File: config.mk
export PLATFORM = sky130hd
export DESIGN_NAME = rdwr_ctrl
export DESIGN_NICKNAME = d
export VERILOG_FILES = /design/src/hw/rtl/rdwr_pkg.sv /design/src/hw/rtl/rdwr_ctrl.sv
export SDC_FILE = /design/constraint.sdc
export NUM_CORES = 1
export LEC_CHECK = 0
export BUFFER_PORTS_ARGS = -buffer_cell sky130_fd_sc_hd__buf_2
export CORE_AREA = 5 5 42 44
export DETAILED_ROUTE_END_ITERATION = 6
export DIE_AREA = 0 0 47 49
export PLACE_DENSITY = 0.36
export SYNTH_ARGS = -nofsm -noshare
export SYNTH_HDL_FRONTEND = slang
export SYNTH_SLANG_ARGS = --single-unit
File: constraint.sdc
create_clock -name clk -period 1.4 [get_ports clk]
set_input_delay 0.14 -clock clk [delete_from_list [all_inputs] [get_ports clk]]
set_output_delay 0.14 -clock clk [all_outputs]
set_load 0.03 [all_outputs]
File: src/hw/rtl/rdwr_pkg.sv
// Shared types and constants for the random draw without replacement block.
// No dependencies; used by rdwr_ctrl, rdwr_datapath and the top level.
package rdwr_pkg;

  localparam int RND_W     = 32;   // random word width, also divider step count
  localparam int ENT_IO_W  = 32;   // entry width on the ports
  localparam int INDEX_W   = 13;
  localparam int REMAIN_W  = 14;
  localparam int DIV_CNT_W = 5;

  localparam logic [DIV_CNT_W-1:0] DIV_LAST = DIV_CNT_W'(RND_W - 1);

  localparam logic OP_APPEND = 1'b0;
  localparam logic OP_DRAW   = 1'b1;

  localparam logic [1:0] STATUS_OK    = 2'd0;
  localparam logic [1:0] STATUS_EMPTY = 2'd1;
  localparam logic [1:0] STATUS_FULL  = 2'd2;

  typedef struct packed {
    logic                operation;
    logic [ENT_IO_W-1:0] entry_in;
    logic [RND_W-1:0]    random_word;
  } in_word_t;

  typedef struct packed {
    logic [ENT_IO_W-1:0] entry_out;
    logic [INDEX_W-1:0]  index_out;
    logic [REMAIN_W-1:0] remaining;
    logic                pool_emptied;
    logic [1:0]          status;
  } out_word_t;

  typedef enum logic [2:0] {
    CS_IDLE,
    CS_DECODE,
    CS_DIV,
    CS_READ,
    CS_FINISH
  } ctrl_state_t;

  typedef struct packed {
    logic latch;       // capture accepted input word
    logic append;      // write entry, bump count, emit
    logic reject;      // emit error status, no state change
    logic div_start;   // load remainder divider
    logic div_step;    // one restoring division step
    logic read;        // read chosen and last entries
    logic finish;      // move last entry, drop count, emit
  } dp_cmd_t;

  typedef struct packed {
    logic is_draw;
    logic pool_empty;
    logic pool_full;
    logic div_last;
  } dp_status_t;

endpackage

File: src/hw/rtl/rdwr_ctrl.sv
// Sequencing state machine for the random draw block.
// Depends on rdwr_pkg; drives rdwr_datapath through dp_cmd_t.
module rdwr_ctrl (
  input  logic                  clk,
  input  logic                  rst_n,
  input  logic                  start,
  input  rdwr_pkg::dp_status_t  dp_stat,
  output rdwr_pkg::dp_cmd_t     dp_cmd,
  output logic                  busy
);

  rdwr_pkg::ctrl_state_t state_r, state_nxt;

  always_ff @(posedge clk) begin
    if (!rst_n) begin
      state_r <= rdwr_pkg::CS_IDLE;
    end else begin
      state_r <= state_nxt;
    end
  end

  always_comb begin
    state_nxt = state_r;
    case (state_r)
      rdwr_pkg::CS_IDLE: begin
        if (start) state_nxt = rdwr_pkg::CS_DECODE;
      end
      rdwr_pkg::CS_DECODE: begin
        if (dp_stat.is_draw && !dp_stat.pool_empty) state_nxt = rdwr_pkg::CS_DIV;
        else state_nxt = rdwr_pkg::CS_IDLE;
      end
      rdwr_pkg::CS_DIV: begin
        if (dp_stat.div_last) state_nxt = rdwr_pkg::CS_READ;
      end
      rdwr_pkg::CS_READ:   state_nxt = rdwr_pkg::CS_FINISH;
      rdwr_pkg::CS_FINISH: state_nxt = rdwr_pkg::CS_IDLE;
      default:             state_nxt = rdwr_pkg::CS_IDLE;
    endcase
  end

  always_comb begin
    dp_cmd = '0;
    busy   = 1'b1;
    case (state_r)
      rdwr_pkg::CS_IDLE: begin
        busy         = 1'b0;
        dp_cmd.latch = start;
      end
      rdwr_pkg::CS_DECODE: begin
        dp_cmd.append    = !dp_stat.is_draw && !dp_stat.pool_full;
        dp_cmd.reject    = dp_stat.is_draw ? dp_stat.pool_empty : dp_stat.pool_full;
        dp_cmd.div_start = dp_stat.is_draw && !dp_stat.pool_empty;
      end
      rdwr_pkg::CS_DIV:    dp_cmd.div_step = 1'b1;
      rdwr_pkg::CS_READ:   dp_cmd.read     = 1'b1;
      rdwr_pkg::CS_FINISH: dp_cmd.finish   = 1'b1;
      default:             busy            = 1'b1;
    endcase
  end

endmodule

After elaboration in Yosys (flattened, before gate mapping)
Index checks and enable logic that the tools add are counted.
Widths: inputs -> output; s select.
{ "classes": {"n_eq_ne": 6, "mux": 11, "n_reduce_logical": 7} }
{ "ops": {"columns": ["op", "count"], "rows": [
  ["$pmux 3 s4", 1],
  ["$mux 3", 3],
  ["$eq 3x2->1 const B", 2],
  ["$mux 1", 6],
  ["$ne 2x2->1 const B", 2],
  ["$eq 3x1->1 const B", 1],
  ["$eq 3x3->1 const B", 1],
  ["$logic_not 1->1", 3],
  ["$logic_not 3->1", 1],
  ["$logic_and 1x1->1", 2],
  ["$mux 2", 1],
  ["$reduce_and 2->1", 1]
]} }
{ "totals": {"register_bits": 3, "input_bits": 7, "output_inout_bits": 8} }

Logic depth before layout (Yosys ltp)
Gate-level depths: netlist of the first run.
{ "depth": {"word_depth": 4, "ltp_mapped": 3, "depth_no_buf": 2} }

Worst setup path after synthesis of the first run
Ideal clock, no wire load.
{ "synth_timing": {"path_type": "flip-flop to output port", "startpoint": "reg state_r[0]", "endpoint": "out dp_cmd[5] (netlist name)", "arrival_time_ns": 1.478, "required_ns": 1.260, "path_slack_ns": -0.218, "path_stages_with_launch": 3, "n_path_buf": 0, "cell_sequence": "dfxtp_1 > or3b_1 > nor3_1"} }
{ "synth_rtl": {"columns": ["item", "line_no", "source"], "rows": [
  ["start, declared", "rdwr_ctrl.sv:12", "rdwr_pkg::ctrl_state_t state_r, state_nxt;"],
  ["start signal, assigned", "rdwr_ctrl.sv:16", "state_r <= rdwr_pkg::CS_IDLE;"],
  ["start signal, assigned", "rdwr_ctrl.sv:18", "state_r <= state_nxt;"],
  ["end, declared", "rdwr_ctrl.sv:8", "output rdwr_pkg::dp_cmd_t dp_cmd,"]
]} }

==> impl_metrics.csv, run 1 <==
group,metric,value,unit
outcome,outcome,"finished, violations left",
outcome,violations,"negative setup slack",
setup_path,rr_endpoint,"state_r[2]$_SDFFE_PN0P_",
power,pwr-share-clk,0.478,
cts,clk_pin_slew,40,ps
die,die-area,2300,sq um
sta,whs,148,ps
logic_synthesis,ys_ff_latch,3,
sta,slew_viol_final,0,
placement,dpl.hpwl,496,um
cells_and_area,drive_above_1_share,0.707,
sta,finalHoldViolations,0,
setup_path,arrival,1310,ps
detailed_routing,vias_per_cell,4.16,
cts,htreeDepth,1,
cts,numCtsBuffers,3,
sta,min_period,1450,ps
cts,ctsHoldBuffers,0,
setup_path,required,1260,ps
grt,grt_max_degree,9,
cts,clk_latency,240,ps
die,coreArea,1400,sq um
sta,rsz0062_at_grt,"yes",
placement,port_buffers,14,
cts,cts_tree,"built",
detailed_routing,drt_iter0_drc,1,
cells_and_area,num_antenna_cells,0,
logic_synthesis,syn_inst,21,
logic_synthesis,syn_area,206,sq um
cts,clockBufferDepth,2,
cells_and_area,instances_no_fill,57,
setup_path,start_kind,"register",
power,p_switching,0.0963,mW
sta,fin_crit_sh,1.03,
die,die_h,49,um
placement,dp.cells,53,
worst_hold_path,hold_class,"in -> reg",
die,start_util,0.147,
worst_hold_path,min_delay_path_depth,2,
sta,layout_setup_ws,-45.1,ps
setup_path,r2r_cells,3,
power,p_comb_frac,0.248,
cts,root_buffer,"clkbuf_4",
setup_path,r2r-start,"state_r[1]$_SDFFE_PN0P_",
grt,antenna_found_initial,0,
worst_hold_path,hp-start,"rst_n",
grt,overflow,0,
power,vdd_ir_drop_max,510,uV
sta,tightest_slew,249,ps
cells_and_area,top_register,"state_r",
detailed_routing,drc,0,
worst_hold_path,whs_endpoint,"state_r[2]$_SDFFE_PN0P_",
detailed_routing,vias,237,
detailed_routing,dr.pass1.iters,2,
power,p_total,0.332,mW
setup_path,critPathMaxStageDelay,420,ps
power,seqPwrFrac,0.274,
die,die_w,47,um
logic_synthesis,yosys_warnings,0,
sta,max_slew_margin,0.832,
cells_and_area,nFillCells,159,
grt,grt_pass1_wl,1100,um
setup_path,cp-end-kind,"primary output",
setup_path,r2r_slack,460,ps
cells_and_area,reg_top3,"state_r (3)",
setup_path,path_class,"reg -> out",
setup_path,worst_path_max_delay_cell,"or3b_4",
sta,finClkSkew,0.0397,ps
power,p_sw_frac,0.290,
cells_and_area,fin_nets,49,
power,power_density,867,nW/um^2
logic_synthesis,syn_nets,28,
detailed_routing,routed_wl,635,um
placement,place.gp.congestion,0.708,
grt,grt_pass1_vias,257,
placement,dp_slack,90.6,ps
detailed_routing,postRouteAntennaNets,0,
cells_and_area,regArea,63.8,sq um
die,io-pin-count,15,
cts,cts_sinks,3,
setup_path,worstPathCellList,"or3b_4, nor3b_4, buf_6",
die,std_cell_rows,14,
detailed_routing,wl_per_cell,11.1,um
setup_path,crit_fanout,3,
cells_and_area,multi_input_area,159,sq um
logic_synthesis,yosysSeqAreaShare,0.291,
job,max_cap_viol_count,0,
cells_and_area,syn2layout_area_growth,85.5,%
sta,setup_viol,2,
power,p_int,0.236,mW
power,p_leak,0.178,nW
cells_and_area,largest_reg_flops,3,
grt,grtUsageTotal,0.0683,
logic_synthesis,synth.distinct_cells,15,
sta,fmax,0.692,GHz
logic_synthesis,postSynthAreaPerCell,9.83,sq um
cells_and_area,fin_util,0.273,
==> synthesized netlist by cell type <==
cell,n,area (sq um)
or3b_1,1,8.76
dfxtp_1,3,60.1
nor2_1,1,3.75
mux2i_1,2,20.0
nor3b_2,1,12.5
nor4b_1,2,17.5
nor3b_1,2,15.0
nand2b_1,2,12.5
and3b_2,1,10.0
a21oi_1,1,5.00
nor3_1,1,5.00
or3_2,1,7.51
nand4bb_1,1,11.3
buf_6,1,11.3
and2_1,1,6.26
==> area by class of cell <==
class,count,area share
Tap cell,16,0.0523
Clock buffer,4,0.0686
Sequential cell,3,0.167
Timing Repair Buffer,17,0.297
Multi-Input combinational cell,17,0.415
==> cell families after synthesis <==
group                  share of synthesized area
AND/OR/NAND/NOR                            0.533
AO/OA/AOI/OAI                             0.0242
flip-flops                                 0.291
multiplexers                              0.0970
buffers and inverters                     0.0545
==> metal layers <==
layer,share of wire,GRT usage
met5,0,0
met4,0.014,0.0276
met3,0.13,0.0590
met1,0.40,0.0789
met2,0.45,0.0882
==> through the flow <==
step | area, sq um | setup TNS [ps]
after floorplan | 224 | -54.5
after global placement | 325 | 0
after detailed placement | 325 | 0
after CTS | 382 | -74.4
after global routing | 383 | -210
final | 383 | -52.3
==> power groups by stage <==
stage	clock [mW]	combinational, mW	sequential, mW
floorplan	0	0.0440	0.0939
global placement	0	0.0722	0.0916
detailed placement	0	0.0737	0.0915
CTS	0.164	0.0838	0.0907
global route	0.176	0.0885	0.0912
finish	0.159	0.0823	0.0908
==> placed cells by master, fill, tap and decap left out, types with 2 or more instances in the layout <==
cell type  Yosys  final
buf_4          0      4
nor3b_1        2      2
nand2b_1       2      2
clkbuf_4       0      3
buf_6          1      3
mux2i_1        2      2
buf_2          0     10
dfxtp_2        0      3
==> critical path, delay by kind of cell (launching register included) <==
kind | cells | cell delay (ps)
DFF | 1 | 310
and+or+nand+nor | 2 | 610
buffers and inverters | 1 | 150
==> timing repair <==
action | CTS | global route
buffers inserted | 0 | 0
pin swaps | 2 | 0
gates cloned | 0 | 0
gates resized for setup | 11 | 1
endpoints found under the setup margin | 4 | 3
==> worst max path at each step <==
stage | startpoint | endpoint | slack [ps] | cells after the start
2_1_floorplan | state_r[0]$_SDFFE_PN0P_ | dp_cmd[4] | -40 | 2
3_3_place_gp | state_r[0]$_SDFFE_PN0P_ | dp_cmd[3] | 120 | 3
3_5_place_dp | state_r[2]$_SDFFE_PN0P_ | dp_cmd[3] | 90 | 3
4_1_cts | state_r[1]$_SDFFE_PN0P_ | dp_cmd[3] | -60 | 3
5_1_grt | state_r[1]$_SDFFE_PN0P_ | dp_cmd[3] | -100 | 3
6_report | state_r[1]$_SDFFE_PN0P_ | dp_cmd[3] | -50 | 3
No activity file was read; power rests on OpenSTA's default activity.
==> run 2, diff against run 1 <==
ABC_AREA = 1   (was default)
PLACE_DENSITY = 0.34   (was 0.36)
==> impl_metrics.csv, run 2 <==
group,metric,value,unit
setup_path,required,1260,ps
detailed_routing,wl_per_cell,8.77,um
die,coreArea,1400,sq um
power,p_switching,0.105,mW
logic_synthesis,synth_async_sr_flop_share,0,
cts,clk_pin_slew,40,ps
logic_synthesis,syn_nets,38,
setup_path,arrival,1160,ps
sta,rsz0062_at_grt,"yes",
power,power_density,1020,nW/um^2
logic_synthesis,synth_top_area_frac,0.316,
power,p_leak,0.192,nW
cells_and_area,fin_nets,57,
grt,grtUsageTotal,0.0556,
logic_synthesis,yosys.cell_count.top_type,"inv_1",
power,vdd_ir_drop_max,331,uV
setup_path,path_class,"reg -> out",
sta,setup_viol,0,
placement,dpl.hpwl,455,um
logic_synthesis,synth_enable_flop_cells,0,
cts,clk_latency,230,ps
placement,port_buffers,14,
cts,cts_setup_buffers,0,
cells_and_area,final_common_cell,"buf_2",
cells_and_area,num_antenna_cells,0,
cells_and_area,drive_above_1_share,0.469,
power,seqPwrFrac,0.290,
setup_path,cp-end-kind,"primary output",
sta,slew_viol_final,0,
logic_synthesis,synth_common_cells,"7 x inv_1, 4 x nand2_1, 4 x nor2_1",
logic_synthesis,yosysSeqAreaShare,0.316,
grt,overflow,0,
sta,finalHoldViolations,0,
setup_path,worst_path_max_delay_cell,"dfxtp_1",
logic_synthesis,synth_top_cell_by_area,"dfxtp_1",
placement,place.gp.congestion,0.668,
cells_and_area,instances_no_fill,65,
power,p_sw_frac,0.318,
cts,cts.repair.resized,0,
setup_path,start_kind,"register",
cells_and_area,top_register,"state_r",
sta,finClkSkew,0.785,ps
worst_hold_path,hold_class,"in -> reg",
logic_synthesis,yosys_warnings,0,
power,p_total,0.330,mW
detailed_routing,vias_per_cell,3.77,
sta,fin_crit_sh,0.929,
cells_and_area,final_cell_mix,"12 x buf_2, 7 x inv_1, 4 x nor2_1, 4 x nand2_1",
cts,ctsHoldBuffers,0,
die,die-area,2300,sq um
logic_synthesis,syn_area,190,sq um
detailed_routing,postRouteAntennaNets,0,
logic_synthesis,postSynthAreaPerCell,6.13,sq um
logic_synthesis,ys_ff_latch,3,
die,start_util,0.136,
detailed_routing,drc,0,
die,io-pin-count,15,
cts,cts_tree,"built",
logic_synthesis,synth_flop_cell,"dfxtp_1",
setup_path,crit_fanout,5,
detailed_routing,dr.pass1.iters,4,
cells_and_area,largest_reg_flops,3,
die,die_w,47,um
sta,tightest_slew,211,ps
power,p_int,0.225,mW
logic_synthesis,synth.distinct_cells,12,
die,std_cell_rows,14,
setup_path,worstPathCellList,"nor2_4, nand2_1, a211oi_2, buf_4",
cells_and_area,reg_top3,"state_r (3)",
logic_synthesis,synth.top_cells.by_area,"dfxtp_1 32%, inv_1 14%, nand3_1 7.9%",
job,max_cap_viol_count,0,
detailed_routing,drt_iter0_drc,2,
grt,grt_pass1_vias,255,
placement,dp.cells,61,
detailed_routing,vias,245,
outcome,outcome,"complete, no violations",
cts,htreeDepth,1,
grt,grt_pass1_wl,903,um
cts,numCtsBuffers,3,
sta,max_slew_margin,0.858,
cells_and_area,syn2layout_area_growth,69.7,%
setup_path,critPathMaxStageDelay,350,ps
power,p_comb_frac,0.254,
sta,fmax,0.769,GHz
logic_synthesis,syn_inst,31,
die,die_h,49,um
detailed_routing,routed_wl,570,um
cts,clockBufferDepth,2,
sta,whs,149,ps
sta,fin_tns_setup,0,ps
grt,grt_max_degree,8,
grt,antenna_found_initial,0,
cts,root_buffer,"clkbuf_4",
cts,cts_sinks,3,
sta,min_period,1300,ps
power,pwr-share-clk,0.456,
## run 2: worst paths after layout
path                                         startpoint                       to  slack, ps  cells past startpoint
worst min register to register  state_r[1]$_SDFFE_PN0P_  state_r[2]$_SDFFE_PN0P_        490                      2
worst max-delay path            state_r[2]$_SDFFE_PN0P_                dp_cmd[4]        100                      4
worst min-delay path                              rst_n  state_r[0]$_SDFFE_PN0P_        150                      3
worst max register to register  state_r[2]$_SDFFE_PN0P_  state_r[1]$_SDFFE_PN0P_        560                      3
## run 2: kinds of logic (layout without fill, tap and decap cells)
kind of cell | after synthesis | count (layout) | synth area share
compound gates | 2 | 2 | 0.0921
buf+inv | 9 | 27 | 0.178
flops | 3 | 3 | 0.316
simple gates | 17 | 17 | 0.414
## run 2: cell type report
type                       instances  area [sq um]
sequential                         3          61.3
inverter                           9          33.8
multi-input combinational         19           106
fill                             179          1080
clock buffer                       4          26.3
timing repair buffer              14          75.1
tap                               16          20.0
## run 2: per-stage QoR
stage	instance area [sq um]	setup WS, ps	util
after global routing	323	-3.38	0.230
final	323	99.8	0.230
after floorplan	190	32.7	-
after detailed placement	280	291	0.200
after global placement	280	307	0.200
after CTS	307	33.2	0.219
## run 2: worst max-delay path, delay by kind of cell, from the launching register on
family | cells | cell delay (ps)
buf+inv | 1 | 180
flops | 1 | 350
compound gates | 1 | 150
simple gates | 2 | 250
## run 2: power groups by stage
stage | clock, mW | combinational (mW) | sequential [mW]
global route | 0.167 | 0.0925 | 0.0971
detailed placement | 0 | 0.0812 | 0.0965
global placement | 0 | 0.0822 | 0.0971
CTS | 0.160 | 0.0814 | 0.0952
floorplan | 0 | 0.0546 | 0.0956
finish | 0.151 | 0.0840 | 0.0958
## run 2: metal layers
layer  track usage  wire (um)  vias to the layer above
li1              -          -                      133
met1        0.0659        216                      105
met2        0.0769        320                        7
met3        0.0111         33                        0
met4        0.0553          0                        0
met5             0          0                        -
==> run 3, diff against run 2 <==
clock period = 1.2 ns   (was 1.4 ns; I/O delays follow)
==> impl_metrics.csv, run 3 (same netlist as run 2, synthesis figures left out) <==
group,metric,value,unit
detailed_routing,routed_wl,599,um
sta,finalHoldViolations,0,
cts,cts_tree,"built",
cells_and_area,largest_reg_flops,3,
placement,dp_slack,75.6,ps
cells_and_area,final_cell_mix,"7 x inv_1, 7 x buf_2, 6 x buf_4",
sta,max_slew_margin,0.872,
worst_hold_path,hold_class,"in -> reg",
cts,clk_latency,230,ps
cells_and_area,top_register,"state_r",
setup_path,path_class,"reg -> out",
cells_and_area,num_antenna_cells,0,
power,power_density,1090,nW/um^2
sta,fmax,0.809,GHz
setup_path,arrival,1120,ps
cells_and_area,syn2layout_area_growth,94.7,%
sta,min_period,1240,ps
grt,grt_pass1_vias,274,
cells_and_area,reg_top3,"state_r (3)",
grt,grtUsageTotal,0.0612,
grt,grt_pass1_wl,993,um
sta,setup_viol,1,
grt,grt_max_degree,8,
detailed_routing,dr.pass1.iters,1,
setup_path,crit_fanout,4,
sta,layout_setup_ws,-36.6,ps
cells_and_area,regArea,63.8,sq um
setup_path,start_kind,"register",
cts,ctsHoldBuffers,0,
die,die_h,49,um
sta,finClkSkew,3.26,ps
outcome,violations,"negative setup slack",
sta,rsz0062_at_grt,"yes",
detailed_routing,wl_per_cell,9.08,um
detailed_routing,drt_iter0_drc,0,
detailed_routing,vias_per_cell,3.94,
setup_path,r2r_slack,280,ps
cts,root_buffer,"clkbuf_4",
setup_path,crit_start,"state_r[1]$_SDFFE_PN0P_",
cells_and_area,nFillCells,177,
die,std_cell_rows,14,
cells_and_area,drive_above_1_share,0.620,
die,die-area,2300,sq um
die,io-pin-count,15,
cells_and_area,fin_util,0.264,
cts,numCtsBuffers,3,
sta,fin_crit_sh,1.03,
grt,overflow,0,
job,max_cap_viol_count,0,
cts,cts_sinks,3,
grt,antenna_found_initial,0,
placement,port_buffers,14,
placement,place.gp.congestion,0.657,
power,vdd_ir_drop_max,335,uV
cts,htreeDepth,1,
cells_and_area,multi_input_area,124,sq um
cells_and_area,instances_no_fill,66,
detailed_routing,postRouteAntennaNets,0,
sta,slew_viol_final,0,
placement,dpl.hpwl,499,um
die,die_w,47,um
setup_path,required,1080,ps
placement,dp.cells,61,
cells_and_area,fin_nets,58,
sta,whs,122,ps
setup_path,r2r-start,"state_r[1]$_SDFFE_PN0P_",
power,p_leak,0.204,nW
detailed_routing,vias,260,
detailed_routing,drc,0,
sta,tightest_slew,190,ps
worst_hold_path,hp-start,"rst_n",
cts,clk_pin_slew,40,ps
die,start_util,0.136,
die,coreArea,1400,sq um
outcome,outcome,"finished, violations left",
setup_path,cp-end-kind,"primary output",
cts,clockBufferDepth,2,
-- run 3: cell types whose count changed in the layout (fill, tap and decap cells not counted) --
cell,previous run,this run
dfxtp_2,1,3
buf_6,0,2
nor2_1,4,2
nor3_1,2,0
nand2_1,4,3
nor3_2,1,3
nor2_2,0,2
nand2_2,0,1
buf_4,2,6
buf_2,12,7
dfxtp_1,2,0
-- run 3: final timing paths --
check	cells past startpoint	endpoint
worst max-delay path	4	dp_cmd[4]
worst min-delay path	3	state_r[0]$_SDFFE_PN0P_
worst max register to register	4	state_r[1]$_SDFFE_PN0P_
worst min register to register	1	state_r[2]$_SDFFE_PN0P_
-- run 3: metrics by stage --
stage | area (sq um) | power (mW) | setup TNS [ps]
after floorplan | 208 | 0.180 | 0
after global placement | 298 | 0.214 | 0
after detailed placement | 298 | 0.213 | 0
after CTS | 360 | 0.412 | -56.9
after global routing | 370 | 0.435 | -255
final | 370 | 0.402 | -36.6
-- run 3: worst max-delay path, cell delays in order (launching register included) --
cell,delay (ps)
dfxtp_2,340
nor2_4,140
nand2_2,80
a211oi_2,150
buf_4,190
-- run 3: final cells by class --
class | count | share of cell area
clock buffer | 4 | 0.0709
inverter | 9 | 0.0912
multi-input combinational | 19 | 0.334
sequential | 3 | 0.172
tap | 16 | 0.0541
timing repair buffer | 15 | 0.277
-- run 3: timing repair --
item	in CTS	in global routing
pin swaps	1	0
endpoints found under the setup margin	6	6
gates resized for setup	12	4
gates cloned	0	0
setup buffers	1	0
hold endpoints to repair	0	0
-- run 3: per-layer routing --
| layer | global-route usage | wire [um] | share of wire | vias up |
|---|---|---|---|---|
| li1 | - | - | - | 135 |
| met1 | 0.0614 | 223 | 0.37 | 117 |
| met2 | 0.0928 | 326 | 0.54 | 8 |
| met3 | 0.0111 | 49 | 0.082 | 0 |
| met4 | 0.0691 | 0 | 0 | 0 |
| met5 | 0 | 0 | 0 | - |
-- run 3: where the power goes --
part           switching, mW  total (mW)  internal, mW  leakage (nW)
clock                 0.0509       0.175         0.125        0.0150
combinational         0.0698       0.112        0.0426         0.163
sequential           0.00758       0.114         0.107        0.0258
total                  0.128       0.402         0.274         0.204
